## config.mk

```make
export PLATFORM = sky130hd
export DESIGN_NAME = ncc_lane
export DESIGN_NICKNAME = d
export VERILOG_FILES = /design/src/rtl/ncc_pkg.sv /design/src/rtl/ncc_lane.sv
export SDC_FILE = /design/constraint.sdc
export NUM_CORES = 2
export LEC_CHECK = 0
export BUFFER_PORTS_ARGS = -buffer_cell sky130_fd_sc_hd__buf_2
export CAP_MARGIN = 20
export CORE_UTILIZATION = 40
export DETAILED_ROUTE_END_ITERATION = 8
export PLACE_DENSITY = 0.58
export SLEW_MARGIN = 20
export SYNTH_ARGS = -nofsm -noshare
export SYNTH_HDL_FRONTEND = slang
export SYNTH_SLANG_ARGS = --single-unit
```

## constraint.sdc

```tcl
create_clock -name i_clk -period 6.2 [get_ports i_clk]
set_clock_uncertainty 0.15 [all_clocks]
set_input_delay 0.31 -clock i_clk [delete_from_list [all_inputs] [get_ports i_clk]]
set_output_delay 0.31 -clock i_clk [all_outputs]
set_load 0.05 [all_outputs]
```

## src/rtl/ncc_pkg.sv

```systemverilog
package ncc_pkg;

    localparam int NUM_CLASSES   = 7;
    localparam int FEATURE_LEN   = 128;
    localparam int ELEM_BITS     = 16;

    // Fixed by the field widths of the stream items.
    localparam int VALUE_BITS    = 16;
    localparam int CLASS_BITS    = 3;
    localparam int ELEM_IDX_BITS = 7;
    localparam int ACC_BITS      = 39;

    localparam int ADDR_W        = $clog2(FEATURE_LEN);
    localparam int PROD_BITS     = ELEM_BITS + VALUE_BITS;
    localparam int TREE_LEVELS   = $clog2(NUM_CLASSES);
    localparam int TREE_LEAVES   = 2 ** TREE_LEVELS;
    localparam int IDX_W         = TREE_LEVELS;

    localparam logic                       KIND_LOAD    = 1'b0;
    localparam logic                       KIND_FEATURE = 1'b1;

    localparam logic signed [ACC_BITS-1:0] THRESH_RESET = ACC_BITS'(751619277);
    // -2.0 in Q.30
    localparam logic signed [ACC_BITS-1:0] SCORE_FLOOR  = {{(ACC_BITS-31){1'b1}}, 31'd0};

    typedef struct packed {
        logic                         en;
        logic [ADDR_W-1:0]            addr;
        logic [ELEM_BITS-1:0]         wr_value;
        logic signed [VALUE_BITS-1:0] feat;
        logic                         s1_use;
        logic                         s2_upd;
        logic                         s2_last;
    } t_lane_ctl;

    typedef struct packed {
        logic                       vld;
        logic [IDX_W-1:0]           id;
        logic signed [ACC_BITS-1:0] score;
    } t_node;

    typedef struct packed {
        logic                       corner;
        logic                       accepted;
        logic signed [ACC_BITS-1:0] score;
        logic [CLASS_BITS-1:0]      class_id;
    } t_result;

endpackage

```

## src/rtl/ncc_lane.sv

```systemverilog
module ncc_lane (
    input  logic                                      i_clk,
    input  logic                                      i_rst_n,
    input  ncc_pkg::t_lane_ctl                        i_ctl,
    input  logic                                      i_wr_en,
    output logic signed [ncc_pkg::ACC_BITS-1:0]       o_score
);
    import ncc_pkg::*;

    logic [ELEM_BITS-1:0]         r_mem [FEATURE_LEN];
    logic signed [ELEM_BITS-1:0]  r_rd;
    logic signed [PROD_BITS-1:0]  r_prod;
    logic signed [PROD_BITS-1:0]  n_prod;
    logic signed [ACC_BITS-1:0]   r_acc;
    logic signed [ACC_BITS-1:0]   n_sum;
    logic signed [ACC_BITS-1:0]   r_score;

    // One center element per cycle is written or read; reads hold while i_ctl.en is low.
    always_ff @(posedge i_clk) begin
        if (i_wr_en) begin
            r_mem[i_ctl.addr] <= i_ctl.wr_value;
        end
        if (i_ctl.en) begin
            r_rd <= r_mem[i_ctl.addr];
        end
    end

    always_comb begin
        if (i_ctl.s1_use) begin
            n_prod = r_rd * $signed(i_ctl.feat);
        end else begin
            n_prod = '0;
        end
        n_sum  = r_acc + {{(ACC_BITS-PROD_BITS){r_prod[PROD_BITS-1]}}, r_prod};
    end

    always_ff @(posedge i_clk) begin
        if (i_ctl.en) begin
            r_prod <= n_prod;
            if (i_ctl.s2_last) begin
                r_score <= n_sum;
            end
        end
    end

    // The accumulator restarts from zero once the last element is folded in.
    always_ff @(posedge i_clk) begin
        if (!i_rst_n) begin
            r_acc <= '0;
        end else if (i_ctl.en && i_ctl.s2_upd) begin
            r_acc <= i_ctl.s2_last ? '0 : n_sum;
        end
    end

    assign o_score = r_score;

endmodule

```

# Yosys cells after proc, flatten, opt, wreduce, memory -nomap -nowiden

Memories as Yosys holds them, arrays and structs flattened. A register that Yosys moved wholly into a read port is not among the register bits.
Index checks and enable logic that the tools add are counted.

Flip-flop bits (word level): 110
RAM bits: 2,048
Input bits: 46
Memories: 1

$add $sub $neg: 1
Multiply operators: 1
Multiplexer cells: 3
Reductions and logical operators: 2

Memories:

| memory | words | bits a word | rd ports | clocked after Yosys merged registers in | wr ports | RTL line       | text |
|---|---|---|---|---|---|---|---|
| r_mem  | 128   | 16          | 1        | 1                                       | 1        | ncc_lane.sv:10 | `logic [ELEM_BITS-1:0] r_mem [FEATURE_LEN];` |

Operator list:

| cell              | number |
|---|---|
| $add 39x39->39    | 1 |
| $mux 39           | 1 |
| $mul 16x16->32    | 1 |
| $mux 1            | 2 |
| $reduce_and 2->1  | 1 |
| $logic_and 1x1->1 | 1 |

# Longest topological paths before layout

Word-level depth: 2
Depth in mapped cells: 23

# Worst setup path after synthesis

No wires, ideal clock.

Kind: register to register
From: register r_rd[15], read port of r_mem
To: register r_prod[31] (data pin)
Setup time: 270 ps
Arrival: 5,994 ps
Data required time: 5,780 ps
Path slack: -214 ps
Stages on the path, launching flop included: 21
Path buffers: 1
Period minus slack after synthesis: 6,414 ps
Path through: edfxtp_1 > clkbuf_1 > nand2_1 > inv_1 > fa_1 > fa_1 > fa_1 > fa_1 > fa_1 > inv_1 > fa_1 > inv_1 > ha_1 > a21o_1 > a21o_1 > a21o_1 > a21oi_1 > nor2b_1 > a311o_1 > a31oi_1 > o211ai_1

Cells in the longest elaborated chain, start to end: 1

RTL lines:

| what                 | RTL line       | text |
|---|---|---|
| from (decl)          | ncc_lane.sv:11 | `logic signed [ELEM_BITS-1:0] r_rd;` |
| $mul 16x16->32       | ncc_lane.sv:30 | `n_prod = r_rd * $signed(i_ctl.feat);` |
| to (signal assigned) | ncc_lane.sv:39 | `r_prod <= n_prod;` |
| to (decl)            | ncc_lane.sv:12 | `logic signed [PROD_BITS-1:0] r_prod;` |

Every way passes these cells.
A chain may end at the register's enable or synchronous reset.

# Final worst setup path

From: register r_rd[15], read port of r_mem
To: register r_prod[28] (data pin)

The elaborated chain is that of the path after synthesis.

==> results_dict.tcl <==
set metrics [dict create \
    status "complete, no violations" \
    cts_inserted_buffers 216 \
    finalSetupViolCount 0 \
    crit_arrival_ns 6.59 \
    final_nets 6333 \
    hold_end "r_prod[20]" \
    die-width_um 477 \
    holdWs_ns 0.0525 \
    yosys.area.top_type "edfxtp_1" \
    track_usage_pct 22.7 \
    wl_um 262000 \
    remaining_drc_errors 0 \
    finalCritPeriodShare_pct 99.3 \
    dp_hpwl_um 158000 \
    p_sw_mw 15.5 \
    async_flop_share_pct 0 \
    h-tree-depth 4 \
    start_kind "flip-flop" \
    final_cell_mix "edfxtp_1, a22oi_1, buf_4" \
    place.port_buffers 84 \
    grt_pass1_vias 53100 \
    met1_usage_pct 30.5 \
    syn_area_mm2 0.0903 \
    clkSinkCount 2174 \
    ys.flop_type "edfxtp_1" \
    yosysWarningCount 0 \
    grt_overflow 0 \
    drive_gt1_share_pct 13.7 \
    cts_tree "yes" \
    seq_area_mm2 0.0649 \
    dr.first_iter.drc_count 6040 \
    die_area_mm2 0.228 \
    r2r_slack_ns 0.04 \
    switching_share_pct 32.4 \
    antenna_found_initial 12 \
    power.total_mw 47.8 \
    grt_pass1_wl_um 378000 \
    r2r_start "r_rd[15]" \
    max-clock-path-buffers 3 \
    peakVddDrop_v 0.00128 \
    gp_congestion 0.859 \
    crit_required_ns 6.63 \
    vias_per_cell 5.86 \
    first_pass_iters 5 \
    clkLatencyLatePin_ns 0.88 \
    core_area_mm2 0.225 \
    busiest_layer "met2" \
    seq_power_share_pct 35.4 \
    multi_input_area_mm2 0.0231 \
    rsz0062_at_grt "true" \
    design_area_mm2 0.104 \
    gr-usage-met3_pct 3.29 \
    row_count 174 \
    p_clk_share_pct 27.0 \
    dp_slack_ns -0.141 \
    synthToLayoutAreaGrowth_pct 14.8 \
    hold_violations 0 \
    critPathMaxFanout 5 \
    cap_violations 0 \
    grt_max_degree 105 \
    synth_top_area_share_pct 71.0 \
    hp-start "i_ctl[42]" \
    power_leakage_nw 34.4 \
    slew_headroom_pct 21.4 \
    synthesis.nets 5979 \
    io_pins 85 \
    ys_types 76 \
    endpoint_kind "flip-flop" \
    fin_cells 9081 \
    slew_viol_final 0 \
    ant_nets 0 \
    syn_area_per_cell_um2 16.3 \
    crit_type "flip-flop to flip-flop" \
    postPlaceCellArea_mm2 0.0960 \
    fin_crit_ns 6.16 \
    clk_pin_slew_worst_paths_ns 0.06 \
    tightest_slew_ns 1.17 \
    use_met2_pct 37.6 \
    dp_cells 8638 \
    holdPathStages 2 \
    power_density_mw_per_mm2 461 \
    die_height_um 477 \
    hold_path_class "primary input to flip-flop" \
    clock-root-buffer "clkbuf_16" \
    synth-edff-count 2135 \
    wire_per_inst_um 28.9 \
    r2r_end "r_prod[28]" \
    setup_ws_ns 0.0411 \
    dr_total_vias 53200 \
    fillers 19400 \
    yosysSeqAreaShare_pct 71.9 \
    synthTopCellsByArea "edfxtp_1, a22oi_1, fa_1" \
    final_common_cell "edfxtp_1" \
    internal_power_mw 32.3 \
    max_freq_mhz 162 \
    start_util_pct 40.2 \
    ys_ff_latch 2174 \
    syn-instance-count 5550 \
    worstRegToRegCells 21 \
    power.share.combinational_pct 37.6 \
]
[layer usage]
| metal | share of wire, % | vias to the layer above | wire, µm |
|---|---|---|---|
| met2 | 49 | 2265 | 127000 |
| met3 | 7.3 | 396 | 19100 |
| met4 | 3.8 | 6 | 9950 |
| met5 | 0.020 | - | 53 |
| li1 | - | 22700 | - |
| met1 | 40 | 27800 | 106000 |
[kinds of logic (layout without fill, tap and decap cells)]
group,count (synthesis),count (layout),synth area share (%)
flip-flops,2174,2174,71.9
AO/OA/AOI/OAI,1483,1483,12.5
AND/OR/NAND/NOR,816,816,4.57
buffers and inverters,622,1154,2.90
adder cells (fa/ha/maj),383,383,7.49
XOR/XNOR,66,66,0.640
multiplexers,6,6,0.0817
other,0,7,0
[worst max-delay path by stage]
| stage | startpoint | end | slack (ns) | depth (start not counted) |
|---|---|---|---|---|
| 3_3_place_gp | i_ctl[7] | r_prod[28] | -0.15 | 22 |
| 5_1_grt | r_rd[14] | r_prod[28] | -0.20 | 20 |
| 2_1_floorplan | r_rd[11] | r_prod[31] | 0.008 | 20 |
| 6_report | r_rd[15] | r_prod[28] | 0.04 | 21 |
| 4_1_cts | r_rd[11] | r_prod[28] | -0.03 | 21 |
| 3_5_place_dp | r_rd[11] | r_prod[28] | -0.14 | 21 |
[critical path, cell delays in order (launching register included)]
cell and delay, ns:
edfxtp_1 0.45, buf_6 0.17, and2_1 0.15, fa_2 0.66, buf_12 0.13, fa_2 0.45, buf_4 0.15, fa_1 0.46
fa_1 0.50, fa_1 0.49, inv_1 0.05, fa_1 0.47, inv_1 0.04, ha_1 0.28, buf_4 0.16, a21oi_1 0.18
o211ai_1 0.18, a31oi_4 0.21, and3b_2 0.26, a21oi_2 0.15, xor2_1 0.15, nor2_1 0.05
[registers in the layout (all words and copies together) (netlist names)]
register and cells:
r_mem 2048, r_prod 32, r_acc 39, o_score 39, r_rd 16
[per-stage QoR]
step	utilization (%)	TNS (ns)
2_1_floorplan	-	0
3_3_place_gp	42.7	-0.388
3_5_place_dp	42.7	-0.432
4_1_cts	46.0	-0.0543
5_1_grt	46.1	-0.639
6_report	46.1	0
[cell type report]
class | count | area share, %
Sequential cell | 2174 | 62.6
Multi-Input combinational cell | 2754 | 22.3
Clock buffer | 270 | 5.47
Timing Repair Buffer | 465 | 3.64
Tap cell | 2992 | 3.61
Clock inverter | 126 | 1.26
Inverter | 293 | 1.06
Antenna cell | 7 | 0.0169
[power groups by stage]
stage / Combinational, mW / Clock (mW) / Sequential, mW
3_3_place_gp: 16.3 / 0 / 17.2
3_5_place_dp: 16.4 / 0 / 17.2
5_1_grt: 20.3 / 13.6 / 16.9
4_1_cts: 17.3 / 13.1 / 16.9
2_1_floorplan: 10.9 / 0 / 17.3
6_report: 18.0 / 12.9 / 16.9
[Yosys cell counts (all sizes together) (40+ instances only)]
cell type and n:
inv 292, and2 141, clkbuf 126, a31oi 105, a21oi 76, a22oi 754, buf 203, a41oi 56
edfxtp 2135, nand4 102, a22o 164, nand3 40, fa 263, a221oi 149, xnor2 44, nor2 215
nand2 181, ha 120, o21ai 56
[what timing repair did]
| action | 4_1_cts | 5_1_grt |
|---|---|---|
| pin swaps | 29 | 37 |
| hold buffers | 26 | 0 |
| buffers inserted | 4 | 9 |
| endpoints found under the setup margin | 4 | 12 |
| resized for setup | 29 | 39 |
| endpoints found under the hold margin | 818 | 0 |
Power figures use the tool's default switching activity.
