--- src/rtl/ncc_pkg.sv ---
package ncc_pkg;

    localparam int NUM_CLASSES   = 7;
    localparam int FEATURE_LEN   = 128;
    localparam int ELEM_BITS     = 16;

    // Fixed by the field widths of the stream items.
    localparam int VALUE_BITS    = 16;
    localparam int CLASS_BITS    = 3;
    localparam int ELEM_IDX_BITS = 7;
    localparam int ACC_BITS      = 39;

    localparam int ADDR_W        = $clog2(FEATURE_LEN);
    localparam int PROD_BITS     = ELEM_BITS + VALUE_BITS;
    localparam int TREE_LEVELS   = $clog2(NUM_CLASSES);
    localparam int TREE_LEAVES   = 2 ** TREE_LEVELS;
    localparam int IDX_W         = TREE_LEVELS;

    localparam logic                       KIND_LOAD    = 1'b0;
    localparam logic                       KIND_FEATURE = 1'b1;

    localparam logic signed [ACC_BITS-1:0] THRESH_RESET = ACC_BITS'(751619277);
    // -2.0 in Q.30
    localparam logic signed [ACC_BITS-1:0] SCORE_FLOOR  = {{(ACC_BITS-31){1'b1}}, 31'd0};

    typedef struct packed {
        logic                         en;
        logic [ADDR_W-1:0]            addr;
        logic [ELEM_BITS-1:0]         wr_value;
        logic signed [VALUE_BITS-1:0] feat;
        logic                         s1_use;
        logic                         s2_upd;
        logic                         s2_last;
    } t_lane_ctl;

    typedef struct packed {
        logic                       vld;
        logic [IDX_W-1:0]           id;
        logic signed [ACC_BITS-1:0] score;
    } t_node;

    typedef struct packed {
        logic                       corner;
        logic                       accepted;
        logic signed [ACC_BITS-1:0] score;
        logic [CLASS_BITS-1:0]      class_id;
    } t_result;

endpackage

--- src/rtl/ncc_argmax.sv ---
module ncc_argmax (
    input  logic                                 i_clk,
    input  logic                                 i_rst_n,
    input  logic                                 i_en,
    input  logic                                 i_valid,
    input  logic signed [ncc_pkg::ACC_BITS-1:0]  i_scores [ncc_pkg::NUM_CLASSES],
    input  logic signed [ncc_pkg::ACC_BITS-1:0]  i_threshold,
    output logic                                 o_valid,
    output ncc_pkg::t_result                     o_result
);
    import ncc_pkg::*;

    t_node            c_node [TREE_LEVELS+1][TREE_LEAVES];
    t_node            r_node [TREE_LEVELS][TREE_LEAVES/2];
    logic             r_vld  [TREE_LEVELS];
    t_node            best;
    logic             better;
    t_result          n_result;
    t_result          r_result;
    logic             r_valid;

    always_comb begin
        for (int j = 0; j < TREE_LEAVES; j++) begin
            c_node[0][j].vld   = (j < NUM_CLASSES);
            c_node[0][j].id    = IDX_W'(j);
            c_node[0][j].score = (j < NUM_CLASSES) ? i_scores[j] : '0;
        end
        for (int l = 1; l <= TREE_LEVELS; l++) begin
            for (int j = 0; j < TREE_LEAVES; j++) begin
                if (j < TREE_LEAVES/2) begin
                    c_node[l][j] = r_node[l-1][j];
                end else begin
                    c_node[l][j] = '0;
                end
            end
        end
    end

    // Each level keeps the lower index on equal scores, so ties go to the earlier class.
    for (genvar l = 0; l < TREE_LEVELS; l++) begin : g_level
        always_ff @(posedge i_clk) begin
            if (i_en) begin
                for (int j = 0; j < TREE_LEAVES/2; j++) begin
                    if (c_node[l][2*j+1].vld &&
                        (!c_node[l][2*j].vld ||
                         ($signed(c_node[l][2*j+1].score) > $signed(c_node[l][2*j].score))))
                    begin
                        r_node[l][j] <= c_node[l][2*j+1];
                    end else begin
                        r_node[l][j] <= c_node[l][2*j];
                    end
                end
            end
        end

        always_ff @(posedge i_clk) begin
            if (!i_rst_n) begin
                r_vld[l] <= 1'b0;
            end else if (i_en) begin
                r_vld[l] <= (l == 0) ? i_valid : r_vld[(l == 0) ? 0 : l-1];
            end
        end
    end

    always_comb begin
        best   = c_node[TREE_LEVELS][0];
        better = $signed(best.score) > SCORE_FLOOR;
        n_result.score    = better ? best.score : SCORE_FLOOR;
        n_result.class_id = better ? CLASS_BITS'(best.id) : '0;
        n_result.accepted = better ? ($signed(best.score) > i_threshold)
                                   : (SCORE_FLOOR > i_threshold);
        n_result.corner   = better ? (best.id <= IDX_W'(1)) : 1'b1;
    end

    always_ff @(posedge i_clk) begin
        if (i_en) begin
            r_result <= n_result;
        end
    end

    always_ff @(posedge i_clk) begin
        if (!i_rst_n) begin
            r_valid <= 1'b0;
        end else if (i_en) begin
            r_valid <= r_vld[TREE_LEVELS-1];
        end
    end

    assign o_valid  = r_valid;
    assign o_result = r_result;

endmodule

--- config.mk ---
export PLATFORM = sky130hd
export DESIGN_NAME = ncc_argmax
export DESIGN_NICKNAME = d
export VERILOG_FILES = /design/src/rtl/ncc_pkg.sv /design/src/rtl/ncc_argmax.sv
export SDC_FILE = /design/constraint.sdc
export NUM_CORES = 1
export LEC_CHECK = 0
export ABC_AREA = 1
export BUFFER_PORTS_ARGS = -buffer_cell sky130_fd_sc_hd__buf_4
export CAP_MARGIN = 20
export CORE_ASPECT_RATIO = 1.4
export CORE_UTILIZATION = 40
export CTS_CLUSTER_DIAMETER = 50
export DETAILED_ROUTE_END_ITERATION = 6
export PLACE_DENSITY = 0.56
export SYNTH_ARGS = -nofsm -noshare
export SYNTH_HDL_FRONTEND = slang
export SYNTH_SLANG_ARGS = --single-unit
--- constraint.sdc ---
create_clock -name i_clk -period 2.3 [get_ports i_clk]
set_input_delay 0.115 -clock i_clk [delete_from_list [all_inputs] [get_ports i_clk]]
set_output_delay 0.115 -clock i_clk [all_outputs]
set_load 0.1 [all_outputs]
## Word-level counts from Yosys, hierarchy flattened

Memories as Yosys holds them, arrays and structs flattened. A register that Yosys moved wholly into a read port is not among the register bits.
Index checks and enable logic that the tools add are counted.

| cells by class | value |
|---|---|
| order comparisons | 11 |
| mux-type cells | 58 |
| bitwise gates (word level) | 10 |
| reduce and logical (&&, ||, !) cells | 13 |

Operator list:

| operator | count |
|---|---|
| 39-bit greater-than comparator | 8 |
| 43-bit 2-to-1 mux | 6 |
| 1-bit 2-to-1 mux | 51 |
| 42-bit 2-to-1 mux | 1 |
| 32-bit by 39-bit greater-than comparator with 1-bit output, first input constant | 1 |
| 39-bit by 32-bit greater-than comparator with 1-bit output, second input constant | 1 |
| 1-bit OR | 10 |
| 1-bit logical NOT | 5 |
| 1-bit logical AND | 4 |
| 1-bit logical OR | 4 |
| 3-bit by 1-bit less-or-equal comparator with 1-bit output, second input constant | 1 |

| storage, ports and cells | value |
|---|---|
| flip-flop bits (word level) | 44 |
| RAM bits | 513 |
| memories kept | 2 |
| output and inout port bits | 45 |
| word-level logic and storage cells | 98 |

Memories:

| name | words | width | rd ports | clocked after memory_dff | write ports | RTL line | source |
|---|---|---|---|---|---|---|---|
| r_node | 3 | 170 | 3 | 0 | 3 | ncc_argmax.sv:14 | `t_node r_node [TREE_LEVELS][TREE_LEAVES/2];` |
| r_vld | 3 | 1 | 3 | 1 | 3 | ncc_argmax.sv:15 | `logic r_vld [TREE_LEVELS];` |

## Depth between registers and ports, before layout

An unclocked memory read counts as a cell.

| depth | value |
|---|---|
| word-level depth | 8 |
| gate-level depth with buffers | 19 |
| depth with buffers taken out | 18 |

## Least setup slack after synthesis

Ideal clock, no wire load.

| timing path | value |
|---|---|
| path kind | register to register |
| from | mem r_node[0][38] (netlist bit) |
| to | mem r_node[1][113] (netlist bit) (data pin) |
| setup time | 0.252 ns |
| period minus slack after synthesis | 2.076 ns |
| path slack | 0.224 ns |
| data required time | 2.048 ns |
| arrival | 1.823 ns |
| cell stages (with the launch flop) | 15 |
| path through | edfxtp_1 -> ha_1 -> nand2_1 -> nor2_2 -> nand2_1 -> nor2_2 -> nand2_1 -> nor2_1 -> nor2_1 -> nand3_1 -> nand3_2 -> buf_6 -> buf_8 -> nand3_2 -> nand2_1 |

RTL lines:

| element | RTL line |
|---|---|
| start: declaration | ncc_argmax.sv:14 |

==> flow_metrics.py <==
metrics = {
    "sta": {
        "setup_tns_ns": -9.844,
        "max_freq_ghz": 0.4070,
        "setup_violations": 104,
        "layout_setup_ws_ns": -0.1571,
        "timing.final.max_slew_violations": 0,
        "relSlewSlack_pct": 67.91,
        "rsz0062_at_grt": "yes",
        "fin_crit_ns": 2.457,
        "period_share_pct": 106.8,
        "hold_viol": 0,
        "finalClockSkew_ns": 0.02227,
        "whs_ns": 0.01640,
        "tightest_slew_ns": 0.4814,
    },
    "placement": {
        "placed_cells": 3708,
        "place_ws_ns": -0.2190,
        "io_buffer_count": 360,
        "gp_congestion": 0.8914,
        "place_hpwl_um": 51760,
    },
    "floorplanning": {
        "ios": 361,
        "die-area_sq_um": 55660,
        "die_y_um": 278.8,
        "start_util_pct": 40.46,
        "die_x_um": 199.7,
        "num_rows": 101,
        "core_area_sq_um": 54090,
    },
    "finish": {
        "multiInputGateArea_sq_um": 10910,
        "layout-drive-gt1-share_pct": 26.48,
        "fillers": 4734,
        "final_nets": 3931,
        "syn_to_final_growth_pct": 45.81,
        "regArea_sq_um": 9920,
        "final_util_pct": 58.99,
        "layout_common_cells": "nand2_1 (720), buf_4 (516), inv_1 (395), edfxtp_1 (329), dlygate4sd3_1 (275)",
        "fin_cells": 4102,
        "final_common_cell": "nand2_1",
    },
    "clock_tree": {
        "clk_latency_ns": 0.54,
        "cts.path.max_buffers": 3,
        "cts_made_buffers": 37,
        "cts_tree": "built",
        "clkTransAtPathRegs_ns": 0.07,
        "cts.root.buffer_cell": "clkbuf_16",
        "htreeDepth": 2,
        "clock-sinks": 331,
    },
    "run_status": {
        "violations": "DRC, setup timing",
        "run_status": "complete, but fails checks",
    },
    "setup_path": {
        "path_delay_family": "simple AND/OR/NAND/NOR gates",
        "arrival_ns": 2.74,
        "path_buf_inv": 1,
        "slowest_stage": "edfxtp_1",
        "regToRegSetupSlack_ns": -0.16,
        "slowest_delay_ns": 0.50,
        "crit_required_ns": 2.58,
        "crit_fanout": 8,
        "cp.depth": 15,
        "path_class": "flop to flop",
        "endpoint_kind": "flop",
        "r2r_cells": 15,
        "crit_top_cell": "nand2_2",
        "worstSetupStartpointType": "flop",
        "rr_startpoint": "r_node[0][36]$_DFFE_PP_",
        "path_cells": "ha_4, nand2_2, nor2_4, nand2_4, nor2_4, nand2_1, nor2_2, nor2_4, nand2_2, nand2_2, nand3_4, nand2_8, clkbuf_16, nand2_2, nand2_1",
        "reg2reg_to": "r_node[1][110]$_DFFE_PP_",
    },
    "global_routing": {
        "grt_pass1_vias": 19593,
        "overflow": 0,
        "antenna_found_initial": 20,
        "grt_pass1_wl_um": 102600,
        "track_usage_pct": 23.94,
        "grt_max_degree": 90,
    },
    "synth": {
        "syn_nets": 3149,
        "synth_area_per_cell_sq_um": 8.548,
        "synth_cell_types": 32,
        "synth.ff_latch_count": 331,
        "synthTopCellsByArea": "edfxtp_1 (45%), ha_1 (16%), nand2_1 (14%)",
        "synth_top_area_share_pct": 45.15,
        "synth_seq_area_share_pct": 45.33,
        "synthFlopType": "edfxtp_1",
        "synth_largest_area_cell": "edfxtp_1",
        "syn_area_sq_um": 21880,
        "synth_edf_count": 329,
        "syn_inst": 2560,
        "async_flop_share_pct": 0,
        "yosysWarnings": 0,
    },
    "routing": {
        "drc": 2,
        "final_antenna_net_count": 0,
        "wl_um": 68580,
        "firstDrtPassIters": 7,
        "initialDrtViolationCount": 959,
        "viasPerCell": 4.816,
        "wl_per_cell_um": 16.72,
        "num_vias": 19757,
    },
    "min_path": {
        "worstHoldStart": "i_scores[183]",
        "hp-class": "input port to flop",
        "hold_end": "r_node[0][111]$_DFFE_PP_",
        "hold-path-cell-count": 3,
    },
    "power_and_ir_drop": {
        "ir_worst_vdd_mv": 0.4032,
        "p_leak_nw": 15.87,
        "p_per_area_nw_per_um2": 689.0,
    },
    "flow_run": {
        "cap_violations": 0,
    },
}
[Yosys cell counts (18+ instances only)]
library cell  instances
inv_1               403
nand2_1             845
nand3_1             221
nor2_1              145
ha_1                273
nand3_2              45
buf_2                25
clkbuf_1             27
edfxtp_1            329
o21ai_0              20
nand4_1              18
a21oi_1             105
[through the flow]
step,total power [mW],cell area (sq um)
final,21.98,31910
after global routing,23.16,31910
after CTS,21.24,30560
after detailed placement,14.55,26310
after global placement,14.39,26310
after floorplan,12.16,21880
[state kept, by name (all words and copies together) (netlist names)]
signal	cells
o_valid	1
r_vld	3
r_node	283
o_result	44
[where the power goes]
group / switching, mW / total [mW] / internal [mW] / leakage [nW]
logic: 4.35 / 7.52 / 3.17 / 12.0
clock network: 2.53 / 6.11 / 3.58 / 0.599
registers: 0.631 / 8.36 / 7.73 / 3.26
[area by class of cell]
| cell class | instances | area share [%] |
|---|---|---|
| multi-input combinational | 1739 | 34.21 |
| sequential | 331 | 31.09 |
| timing repair buffer | 830 | 23.10 |
| inverter | 403 | 4.741 |
| clock buffer | 38 | 2.913 |
| tap | 721 | 2.827 |
| clock inverter | 28 | 1.027 |
| antenna | 12 | 0.09411 |
[repair_timing]
action                                  4_1_cts  5_1_grt
endpoints found under the setup margin      124      241
hold buffers                                273        2
gates resized for setup                      41      233
pin swaps                                    17       53
endpoints found under the hold margin       163        2
cloned                                        1        9
buffers inserted                              7       25
[cells by family after synthesis]
logic type | after synthesis | synth area share (%)
and+or+nand+nor | 1326 | 26.25
adders and majority gates | 273 | 15.61
AOI/OAI and AO/OA | 140 | 3.373
buffers and inverters | 490 | 9.440
DFF | 331 | 45.33
[metal layers]
metal,vias to the layer above,share of wire [%],wire length [um],global-route usage (%)
li1,9919,-,-,-
met1,9100,39,26600,26.68
met2,555,53,36200,44.84
met3,165,4.2,2872,3.467
met4,18,4.1,2802,9.434
met5,-,0.16,107,0
[how the worst max path moves through the flow]
stage | from | endpoint | slack (ns)
2_1_floorplan | r_node[0][38]$_DFFE_PP_ | r_node[1][113]$_DFFE_PP_ | 0.22
6_report | r_node[0][36]$_DFFE_PP_ | r_node[1][110]$_DFFE_PP_ | -0.16
4_1_cts | r_node[0][32]$_DFFE_PP_ | r_node[1][111]$_DFFE_PP_ | -0.07
3_5_place_dp | r_node[1][141]$_DFFE_PP_ | r_node[2][159]$_DFFE_PP_ | -0.22
5_1_grt | r_node[1][136]$_DFFE_PP_ | r_node[2][149]$_DFFE_PP_ | -0.32
3_3_place_gp | r_node[1][141]$_DFFE_PP_ | r_node[2][136]$_DFFE_PP_ | -0.19
[worst reg2reg max path: stages (launching register included)]
cell       delay [ns]
edfxtp_1         0.50
ha_4             0.33
nand2_2          0.07
nor2_4           0.15
nand2_4          0.09
nor2_4           0.10
nand2_1          0.07
nor2_2           0.13
nor2_4           0.05
nand2_2          0.06
nand2_2          0.06
nand3_4          0.13
nand2_8          0.14
clkbuf_16        0.23
nand2_2          0.05
nand2_1          0.04
(Power assumes the default switching activity.)
